<file path="src/design/mrtu_pkg.sv">
package mrtu_pkg;

  // frame length limits
  localparam int MAX_FRAME_DEF = 256;
  localparam int MIN_FRAME_DEF = 4;

  // crc-16/modbus constants
  localparam logic [15:0] CRC_INIT = 16'hFFFF;
  localparam logic [15:0] CRC_POLY = 16'hA001;

  // fc bit that marks an exception reply
  localparam int EXC_BIT = 7;

  typedef enum logic [2:0] {
    ST_OK           = 3'd0,
    ST_TOO_SHORT    = 3'd1,
    ST_CRC_ERROR    = 3'd2,
    ST_FORMAT_ERROR = 3'd3,
    ST_EXCEPTION    = 3'd4
  } status_t;

  typedef struct packed {
    logic [7:0] data_byte;
    logic       last;
  } item_t;

  typedef struct packed {
    status_t    status;
    logic [7:0] slave_addr;
    logic [7:0] function_code;
    logic [7:0] exc_code;
    logic [7:0] data_len;
  } result_t;

  // one byte through the reflected crc, bit by bit
  function automatic logic [15:0] crc_feed(input logic [15:0] crc_in, input logic [7:0] b);
    logic [15:0] c;
    c = crc_in ^ {8'h00, b};
    for (int k = 0; k < 8; k++) begin
      if (c[0]) begin
        c = (c >> 1) ^ CRC_POLY;
      end else begin
        c = c >> 1;
      end
    end
    return c;
  endfunction

endpackage

</file>
<file path="src/design/mrtu_frame_state.sv">
module mrtu_frame_state #(
  parameter int MAX_FRAME = mrtu_pkg::MAX_FRAME_DEF,
  parameter int MIN_FRAME = mrtu_pkg::MIN_FRAME_DEF
) (
  input  logic              clk,
  input  logic              rst,
  input  logic              step,
  input  mrtu_pkg::item_t   item,
  output mrtu_pkg::result_t res
);
  import mrtu_pkg::*;

  localparam int CNT_W = $clog2(MAX_FRAME + 1);
  localparam int LEN_W = CNT_W + 1;

  logic [15:0]      crc_acc;
  logic [7:0]       dly0;
  logic [7:0]       dly1;
  logic [CNT_W-1:0] rx_count;
  logic             overlong;
  logic [7:0]       hdr0;
  logic [7:0]       hdr1;
  logic [7:0]       hdr2;

  logic [15:0]      crc_now;
  logic [LEN_W-1:0] len;
  logic [15:0]      recv;
  logic             at_max;

  // running crc lags two bytes behind the stream
  assign crc_now = (rx_count >= CNT_W'(2)) ? crc_feed(crc_acc, dly0) : crc_acc;
  assign len     = LEN_W'(rx_count) + LEN_W'(1);
  assign recv    = {item.data_byte, dly1};
  assign at_max  = (rx_count >= CNT_W'(MAX_FRAME));

  // frame state, cleared after the last beat of a frame
  always_ff @(posedge clk) begin
    if (rst) begin
      crc_acc  <= CRC_INIT;
      dly0     <= '0;
      dly1     <= '0;
      rx_count <= '0;
      overlong <= 1'b0;
      hdr0     <= '0;
      hdr1     <= '0;
      hdr2     <= '0;
    end else if (step) begin
      if (item.last) begin
        crc_acc  <= CRC_INIT;
        dly0     <= '0;
        dly1     <= '0;
        rx_count <= '0;
        overlong <= 1'b0;
        hdr0     <= '0;
        hdr1     <= '0;
        hdr2     <= '0;
      end else begin
        crc_acc <= crc_now;
        dly0    <= dly1;
        dly1    <= item.data_byte;
        if (rx_count == CNT_W'(0)) hdr0 <= item.data_byte;
        if (rx_count == CNT_W'(1)) hdr1 <= item.data_byte;
        if (rx_count == CNT_W'(2)) hdr2 <= item.data_byte;
        if (at_max) begin
          overlong <= 1'b1;
        end else begin
          rx_count <= rx_count + CNT_W'(1);
        end
      end
    end
  end

  // classify the frame on its last byte
  always_comb begin
    res = '0;
    res.status = ST_OK;
    if (len < LEN_W'(MIN_FRAME)) begin
      res.status = ST_TOO_SHORT;
    end else if (overlong || len > LEN_W'(MAX_FRAME)) begin
      res.status = ST_FORMAT_ERROR;
    end else if (crc_now != recv) begin
      res.status = ST_CRC_ERROR;
    end else begin
      res.slave_addr    = hdr0;
      res.function_code = hdr1;
      if (hdr1[EXC_BIT]) begin
        if (len < LEN_W'(5)) begin
          res.status = ST_FORMAT_ERROR;
        end else begin
          res.status   = ST_EXCEPTION;
          res.exc_code = hdr2;
          res.data_len = 8'd1;
        end
      end else if (len <= LEN_W'(4)) begin
        res.status = ST_FORMAT_ERROR;
      end else begin
        res.status   = ST_OK;
        res.data_len = 8'(len - LEN_W'(4));
      end
    end
  end

endmodule

</file>
<file path="src/design/modbus_rtu_frame_checker_unit.sv">
// channel | direction | handshake                 | beat payload
// item    | in        | item_valid / item_ready   | item_t: data_byte, last
// res     | out       | res_valid  / res_ready    | result_t: status .. data_len
//
// one byte per cycle sustained while no result stalls; a byte is registered in the input register, then
// goes through the 8-step crc update and frame checks, and the result of a frame's last byte is
// registered in the result register.
// synchronous reset clears the frame state and both valid flags.
// a stalled result holds only the last byte of the next frame; other bytes keep flowing.
module modbus_rtu_frame_checker_unit #(
  parameter int MAX_FRAME = mrtu_pkg::MAX_FRAME_DEF,
  parameter int MIN_FRAME = mrtu_pkg::MIN_FRAME_DEF
) (
  input  logic              clk,
  input  logic              rst,
  input  logic              item_valid,
  output logic              item_ready,
  input  mrtu_pkg::item_t   item,
  output logic              res_valid,
  input  logic              res_ready,
  output mrtu_pkg::result_t res
);
  import mrtu_pkg::*;

  logic    inq_valid;
  item_t   inq;
  logic    advance;
  result_t res_next;

  // the stage moves on unless a result beat has nowhere to go
  assign advance    = inq_valid && (!inq.last || !res_valid || res_ready);
  assign item_ready = !inq_valid || advance;

  // input register
  always_ff @(posedge clk) begin
    if (rst) begin
      inq_valid <= 1'b0;
    end else if (item_ready) begin
      inq_valid <= item_valid;
    end
  end

  always_ff @(posedge clk) begin
    if (item_valid && item_ready) begin
      inq <= item;
    end
  end

  mrtu_frame_state #(
    .MAX_FRAME (MAX_FRAME),
    .MIN_FRAME (MIN_FRAME)
  ) u_state (
    .clk  (clk),
    .rst  (rst),
    .step (advance),
    .item (inq),
    .res  (res_next)
  );

  // result register
  always_ff @(posedge clk) begin
    if (rst) begin
      res_valid <= 1'b0;
    end else if (advance && inq.last) begin
      res_valid <= 1'b1;
    end else if (res_ready) begin
      res_valid <= 1'b0;
    end
  end

  always_ff @(posedge clk) begin
    if (advance && inq.last) begin
      res <= res_next;
    end
  end

  // checks
  a_exc_len: assert property (@(posedge clk) disable iff (rst)
    res_valid && res.status == ST_EXCEPTION |-> res.data_len == 8'd1)
    else $error("exception result without payload length one");

  a_crc_hdr: assert property (@(posedge clk) disable iff (rst)
    res_valid && res.status == ST_CRC_ERROR |->
      res.slave_addr == 8'd0 && res.function_code == 8'd0)
    else $error("crc error result carries header bytes");

  a_stall: assert property (@(posedge clk) disable iff (rst)
    !item_ready |-> inq_valid && inq.last && res_valid && !res_ready)
    else $error("input stalled without a blocked result");

  a_load: assert property (@(posedge clk) disable iff (rst)
    advance && inq.last |=> res_valid)
    else $error("last byte left no result");

endmodule

</file>
<file path="config.mk">
export PLATFORM = sky130hd
export DESIGN_NAME = modbus_rtu_frame_checker_unit
export DESIGN_NICKNAME = d
export VERILOG_FILES = /design/src/design/mrtu_pkg.sv /design/src/design/mrtu_frame_state.sv /design/src/design/modbus_rtu_frame_checker_unit.sv
export SDC_FILE = /design/constraint.sdc
export NUM_CORES = 1
export LEC_CHECK = 0
export BUFFER_PORTS_ARGS = -buffer_cell sky130_fd_sc_hd__buf_2
export CORE_MARGIN = 2
export CORE_UTILIZATION = 45
export DETAILED_ROUTE_END_ITERATION = 7
export PLACE_DENSITY = 0.65
export SYNTH_ARGS = -nofsm -noshare
export SYNTH_HDL_FRONTEND = slang
export SYNTH_SLANG_ARGS = --single-unit
</file>
<file path="constraint.sdc">
create_clock -name clk -period 8.81 [get_ports clk]
set_input_delay 0.4405 -clock clk [delete_from_list [all_inputs] [get_ports clk]]
set_output_delay 0.4405 -clock clk [all_outputs]
set_load 0.02 [all_outputs]
</file>
After elaboration in Yosys (flattened, before gate mapping)
Index checks and enable logic that the tools add are counted.
{ "word_totals": {"register_bits": 112, "inputBits": 13, "word_cells": 98} }
{ "op_classes": {"add_sub_neg": 3, "n_lt_le_gt_ge": 6, "eq_ne": 4, "muxes": 32, "bitwise_logic": 10, "n_reduce_logical": 24} }
{ "ops": {"columns": ["operator", "n"], "rows": [
  ["2-to-1 mux 16 bit", 10],
  ["2-to-1 mux 8 bit", 10],
  ["inverter 2 -> 3 bit", 8],
  ["< comparator 10 x 3 -> 1 bit, second input constant", 2],
  ["2-to-1 mux 9 bit", 2],
  ["inequality test 16 bit", 1],
  ["XOR 16 x 8 -> 16 bit", 1],
  ["adder 9 x 1 -> 10 bit, second input constant", 1],
  ["greater-than comparator 10 x 9 -> 1 bit, second input constant", 1],
  ["less-or-equal comparator 10 x 3 -> 1 bit, second input constant", 1],
  ["AND reduction 2 bit", 5],
  ["nonzero test 2 bit", 5],
  ["adder 9 x 1 -> 9 bit, second input constant", 1],
  ["== test 9 x 1 -> 1 bit, second input constant", 1],
  ["== test 9 x 2 -> 1 bit, second input constant", 1],
  ["greater-or-equal comparator 9 x 2 -> 1 bit, second input constant", 1],
  ["greater-or-equal comparator 9 bit, second input constant", 1],
  ["zero test 9 bit", 1],
  ["subtractor 8 x 3 -> 8 bit, second input constant", 1],
  ["2-to-1 mux 2 bit", 3],
  ["2-to-1 mux 3 bit", 2],
  ["2-to-1 mux 1 bit", 5],
  ["OR reduction 5 bit", 1],
  ["logical OR 1 bit", 4],
  ["other kinds (6)", 10]
]} }

Depth between registers and ports, before layout
{ "logic_depth": {"depth_word": 21, "mapped_depth": 13, "mapped_depth_nobuf": 10} }

Modules after synthesis
From an unflattened synthesis, not the netlist that was laid out.
{ "hier_totals": {"hier_cells": 510, "hier_area_um2": 5198.7} }
{ "by_module_without_submodules": {"columns": ["mod", "n_inst", "cells_each", "area_per_inst_um2", "seq_area_each_um2"], "rows": [
  ["mrtu_frame_state", 1, 454, 3773.6, 1321.3],
  ["modbus_rtu_frame_checker_unit", 1, 56, 1425.1, 1361.3]
]} }

Worst setup path before layout
OpenSTA, ideal clock, no wires.
{ "synth_path": {"kind": "reg2reg", "startpoint": "register u_state.rx_count[0]", "endpoint": "register res[33] (netlist name) (data pin)", "setup_ns": 0.261, "t_arrival_ns": 2.679, "required_ns": 8.549, "slack_ns": 5.871, "stages_incl_launch_ff": 13, "period_less_slack_ns": 2.939, "cell_sequence": "dfxtp_1 -> inv_1 -> ha_1 -> nor2_1 -> nand3_2 -> buf_6 -> clkbuf_1 -> o21ai_0 -> xor2_1 -> nand4_1 -> or4_1 -> buf_6 -> o32a_1"} }
{ "synth_via": {"elab_chain_cells": 6} }
{ "synth_rtl": {"columns": ["element", "line", "source"], "rows": [
  ["from (decl)", "mrtu_frame_state.sv:19", "logic [CNT_W-1:0] rx_count;"],
  ["from (signal assigned)", "mrtu_frame_state.sv:67", "rx_count <= rx_count + CNT_W'(1);"],
  ["adder 9 x 1 -> 10 bit", "mrtu_frame_state.sv:32", "assign len = LEN_W'(rx_count) + LEN_W'(1);"],
  ["less-or-equal comparator 10 x 3 -> 1 bit or < comparator 10 x 3 -> 1 bit (tied branches)", "mrtu_frame_state.sv:94, mrtu_frame_state.sv:87", null],
  ["2-to-1 mux 2 bit or 2-to-1 mux 3 bit (tied branches)", "mrtu_frame_state.sv:94, mrtu_frame_state.sv:87", null],
  ["2-to-1 mux 3 bit", "mrtu_frame_state.sv:86", "if (hdr1[EXC_BIT]) begin"],
  ["2-to-1 mux 2 bit", "mrtu_frame_state.sv:81", "end else if (crc_now != recv) begin"],
  ["2-to-1 mux 2 bit", "mrtu_frame_state.sv:79", "end else if (overlong || len > LEN_W'(MAX_FRAME)) begin"],
  ["to (signal assigned)", "modbus_rtu_frame_checker_unit.sv:73", "res <= res_next;"],
  ["to (decl)", "modbus_rtu_frame_checker_unit.sv:21", "output mrtu_pkg::result_t res"]
]} }
Several ways; a longest one is shown, not always the timed one.
A chain may end at the register's enable or synchronous reset.

Worst setup path after layout
Ends and elaborated chain as after synthesis.

==> reports/qor_table.md <==
| Group | Item | This run |
|:---|:---|:---|
| routing | Remaining number of nets flagged by the antenna check after routing | 0 |
| timing | Final setup violation count | 0 |
| run | Number of max-capacitance violations reported | 0 |
| logic synthesis | Cell taking the most area after synthesis | dfxtp_1 |
| logic synthesis | Number of warnings printed during yosys synthesis | 0 |
| final layout | Most frequent cells in the layout | nor2_1, dfxtp_1, buf_2 |
| clocking | Clock transition at the registers of the reported paths | 70 ps |
| floorplanning | Area of the placeable core | 0.0115 sq mm |
| logic synthesis | Cells after synthesis | 509 |
| logic synthesis | Synth Flop Type | dfxtp_1 |
| logic synthesis | Number of synthesized flops with an enable pin | 44 |
| final layout | Layout fillers | 1026 |
| pwr | Pwr Total | 998 uW |
| routing | Detailed-routing iteration count for the pre-antenna-repair pass | 5 |
| clocking | Root Buffer Master | clkbuf_16 |
| timing | Worst Max-Slew Pin Slew | 1150 ps |
| clocking | Number of H-tree branching levels | 3 |
| logic synthesis | Simple-gate portion of the synthesized area | 0.207 |
| critical path | Crit-path max cell delay | 520 ps |
| timing | Fin Setup TNS | 0 ps |
| timing | Final Cycle Share | 0.422 |
| placed design | Final HPWL DP | 7.50 mm |
| timing | Highest achievable clock rate | 269 MHz |
| grt | First-pass GRT wire length | 18.5 mm |
| final layout | Share of cells above drive strength 1 | 0.179 |
| timing | Minimum period implied by the final worst setup slack | 3720 ps |
| pwr | Fraction of power consumed by sequential logic | 0.557 |
| placed design | IO buf count | 49 |
| final layout | Count of antenna diodes in the layout | 0 |
| timing | Final-report max-slew violation count | 0 |
| floorplanning | Number of core rows | 39 |
| final layout | Most common cell after layout, fill and taps aside | nor2_1 |
| grt | Via count of the first global-routing pass | 3639 |
| floorplanning | Initial Utilization | 0.464 |
| critical path | Crit-path max FO | 35 |
| pwr | Worst ir drop on vdd | 0.111 mV |
| final layout | Layout overhead on the synthesized area | 10.3% |
| grt | Total congestion overflow after global routing | 0 |
| pwr | Power share of the clock group | 0.393 |
| logic synthesis | Count of distinct cell types in the synthesized netlist | 49 |
| routing | Vias | 3819 |
| timing | Count of final hold-check violations | 0 |
| routing | Final routed wire length divided by cell count | 16.0 microns |
| grt | All-layer global routing usage | 0.179 |
| clocking | Cts repair resizes | 0 |
| floorplanning | IO Pins | 50 |
| pwr | Static Leak | 2.17 nW |
| critical path | Worst Setup Path Type | reg -> reg |
| clocking | Clock tree from TritonCTS | done |
| clocking | Max clock buf depth | 2 |
| logic synthesis | Net Count, Synth | 530 |
| run status | Outcome | complete, no violations |
| placed design | RePlAce Congestion | 0.846 |
| critical path | Crit path capture type | flop |
| critical path | Critical-path top delay cell | or4_1 |
| grt | Initial antenna violation count | 0 |
| pwr | Net load switching power | 230 uW |
| logic synthesis | Synth Area in Compound Gates | 0.119 |
| logic synthesis | Synth Area per Inst | 10.5 sq um |
| pwr | Pint | 768 uW |
| clocking | CTS buffer count | 9 |
| logic synthesis | Adder-cell share of the synthesized area | 0.0188 |
| critical path | Startpoint type of the worst setup path | flop |
| grt | Maximum number of pins on one net before global-route repair | 54 |
| logic synthesis | Number of synthesized register bits | 112 |
| timing | Worst Skew | 7.40 ps |
| critical path | Cell-by-cell listing of the critical path | inv_1, ha_1, nor2_1, nand3_2, mux2i_1, xnor2_1, nor4_2, nand4_1, or4_1, buf_4, o32a_1 |
| hold path | Class of the most critical hold timing path | in -> reg |
| clocking | Number of hold buffers added after cts | 0 |
| final layout | Nets | 559 |
| logic synthesis | Leading post-synthesis cells by cell area | dfxtp_1, edfxtp_1, a22oi_1, nor2_1, xnor2_1 |
| logic synthesis | Fraction of synthesized cell area taken by the top area cell type | 0.256 |
| timing | Relative slew slack | 0.229 |
| routing | Starting DRC count in detailed routing | 249 |
| routing | Avg Vias per Cell | 5.57 |
| routing | Routed WL | 11.0 mm |
| floorplanning | Overall die area | 0.0127 sq mm |
| logic synthesis | Fraction of synthesized cell area in xor and xnor cells | 0.0851 |
| logic synthesis | Proportion of register bits with asynchronous set or reset after synthesis | 0 |
| logic synthesis | Proportion of synthesized area in mux cells | 0.0169 |
| pwr | Power density normalized to cell area | 170 mW/mm^2 |
| timing | Setup repair after global routing missed its margin | no |
| pwr | Net Sw Frac | 0.231 |
| clocking | Insertion delay to the later sink of the worst-skew pair | 340 ps |
| critical path | Critical path data required time | 8900 ps |
| floorplanning | Chip Height | 113 microns |
| clocking | Post CTS Setup Buffer Count | 0 |
| floorplanning | Width of the die | 113 microns |
| routing | Count of unresolved DRC violations after routing | 0 |
| logic synthesis | Main combinational cell family by area after synthesis | simple AND/OR/NAND/NOR gates |
| logic synthesis | Sequential-to-total area share from yosys stat | 0.504 |
| pwr | Combinational share of power | 0.049 |
| clocking | Sink count of the clock tree | 112 |
| logic synthesis | Cell area after synthesis | 0.00532 sq mm |
| critical path | Arrival time at the worst endpoint | 3810 ps |
routing by layer:
layer | track usage | routed length, microns | vias to the layer above
met2 | 0.293 | 5210 | 72
met1 | 0.246 | 5220 | 1854
li1 | - | - | 1884
met5 | 0 | 0 | -
met4 | 0.0512 | 150 | 0
met3 | 0.0311 | 426 | 9
state kept, by name (all words and copies together), names as in the netlist, 8 cells and up:
signal / count
res: 35
u_state.crc_acc: 16
u_state.hdr0: 8
u_state.hdr2: 8
inq: 9
u_state.hdr1: 8
u_state.rx_count: 9
u_state.dly1: 8
u_state.dly0: 8
per-stage QoR:
step | hold WS [ps] | utilization | instances | worst slack, ps | area [sq um]
floorplan | 470 | - | 509 | 5870 | 5320
detailed placement | 493 | 0.486 | 670 | 5110 | 5580
global route | 265 | 0.512 | 686 | 4850 | 5870
finish | 274 | 0.512 | 686 | 5090 | 5870
CTS | 263 | 0.512 | 686 | 5070 | 5870
global placement | 486 | 0.486 | 670 | 5190 | 5580
worst max-delay path: cells and delay by family, from the launching register on:
kind | cells | cell delay (ps)
AND/OR/NAND/NOR | 5 | 1470
buffers and inverters | 2 | 420
multiplexers | 1 | 350
XOR/XNOR | 1 | 100
AO/OA/AOI/OAI | 1 | 390
flip-flops | 1 | 500
adder cells (fa/ha/maj) | 1 | 230
logic make-up (layout without fill, tap and decap cells):
kind of cell             count (synthesis)  in the layout
buffers and inverters                   52             86
multiplexers                             9              9
adder cells (fa/ha/maj)                  8              8
AND/OR/NAND/NOR                        188            188
XOR/XNOR                                47             47
flip-flops                             112            112
AO/OA/AOI/OAI                           93             93
cell type report:
type | count | area [sq um] | share of cell area
multi-input cells | 345 | 2380 | 0.405
repair buffers | 53 | 275 | 0.0469
clock buffers | 11 | 243 | 0.0414
inverters | 17 | 63.8 | 0.0109
flip-flops and latches | 112 | 2680 | 0.457
well taps | 143 | 179 | 0.0305
clock inverters | 5 | 46.3 | 0.00789
Yosys cell counts (3+ instances only):
library cell  count
a21oi_1          17
xor2_1           17
buf_6             6
xnor3_1           3
nor3b_1           3
o211ai_1          6
nand3_1          11
nor4b_1           3
xnor2_1          27
dfxtp_1          68
buf_2             6
nor4_2            9
nor3_1           12
nand4_1           4
mux2i_1           9
edfxtp_1         44
nor4_1            6
nand2_1          26
nor2_1           79
a22oi_1          42
and3_1            4
ha_1              8
o21ai_0          14
inv_1            17
clkbuf_1         21
and2_1            4
nor4b_2          14
path summary, 6_finish.rpt:
path              depth (start not counted)  slack [ps]                             start                              end
hold / removal                            1         270                           item[3]                 inq[3]$_DFFE_PP_
setup / recovery                         11        5090  u_state.rx_count[0]$_SDFFE_PP0P_            res[33]$_SDFFCE_PP0P_
setup reg to reg                         11        5090  u_state.rx_count[0]$_SDFFE_PP0P_            res[33]$_SDFFCE_PP0P_
hold reg to reg                           2         500  u_state.crc_acc[11]$_SDFFE_PP1P_  u_state.crc_acc[3]$_SDFFE_PP1P_
power groups by stage:
| stage | clock [mW] | sequential [mW] | combinational [mW] |
|---|---|---|---|
| 2_1_floorplan | 0 | 0.568 | 0.0327 |
| 3_3_place_gp | 0 | 0.568 | 0.0483 |
| 3_5_place_dp | 0 | 0.568 | 0.0495 |
| 4_1_cts | 0.402 | 0.556 | 0.0498 |
| 5_1_grt | 0.428 | 0.557 | 0.0546 |
| 6_report | 0.393 | 0.556 | 0.0492 |
Note: power is estimated with default switching activity, not from simulation.
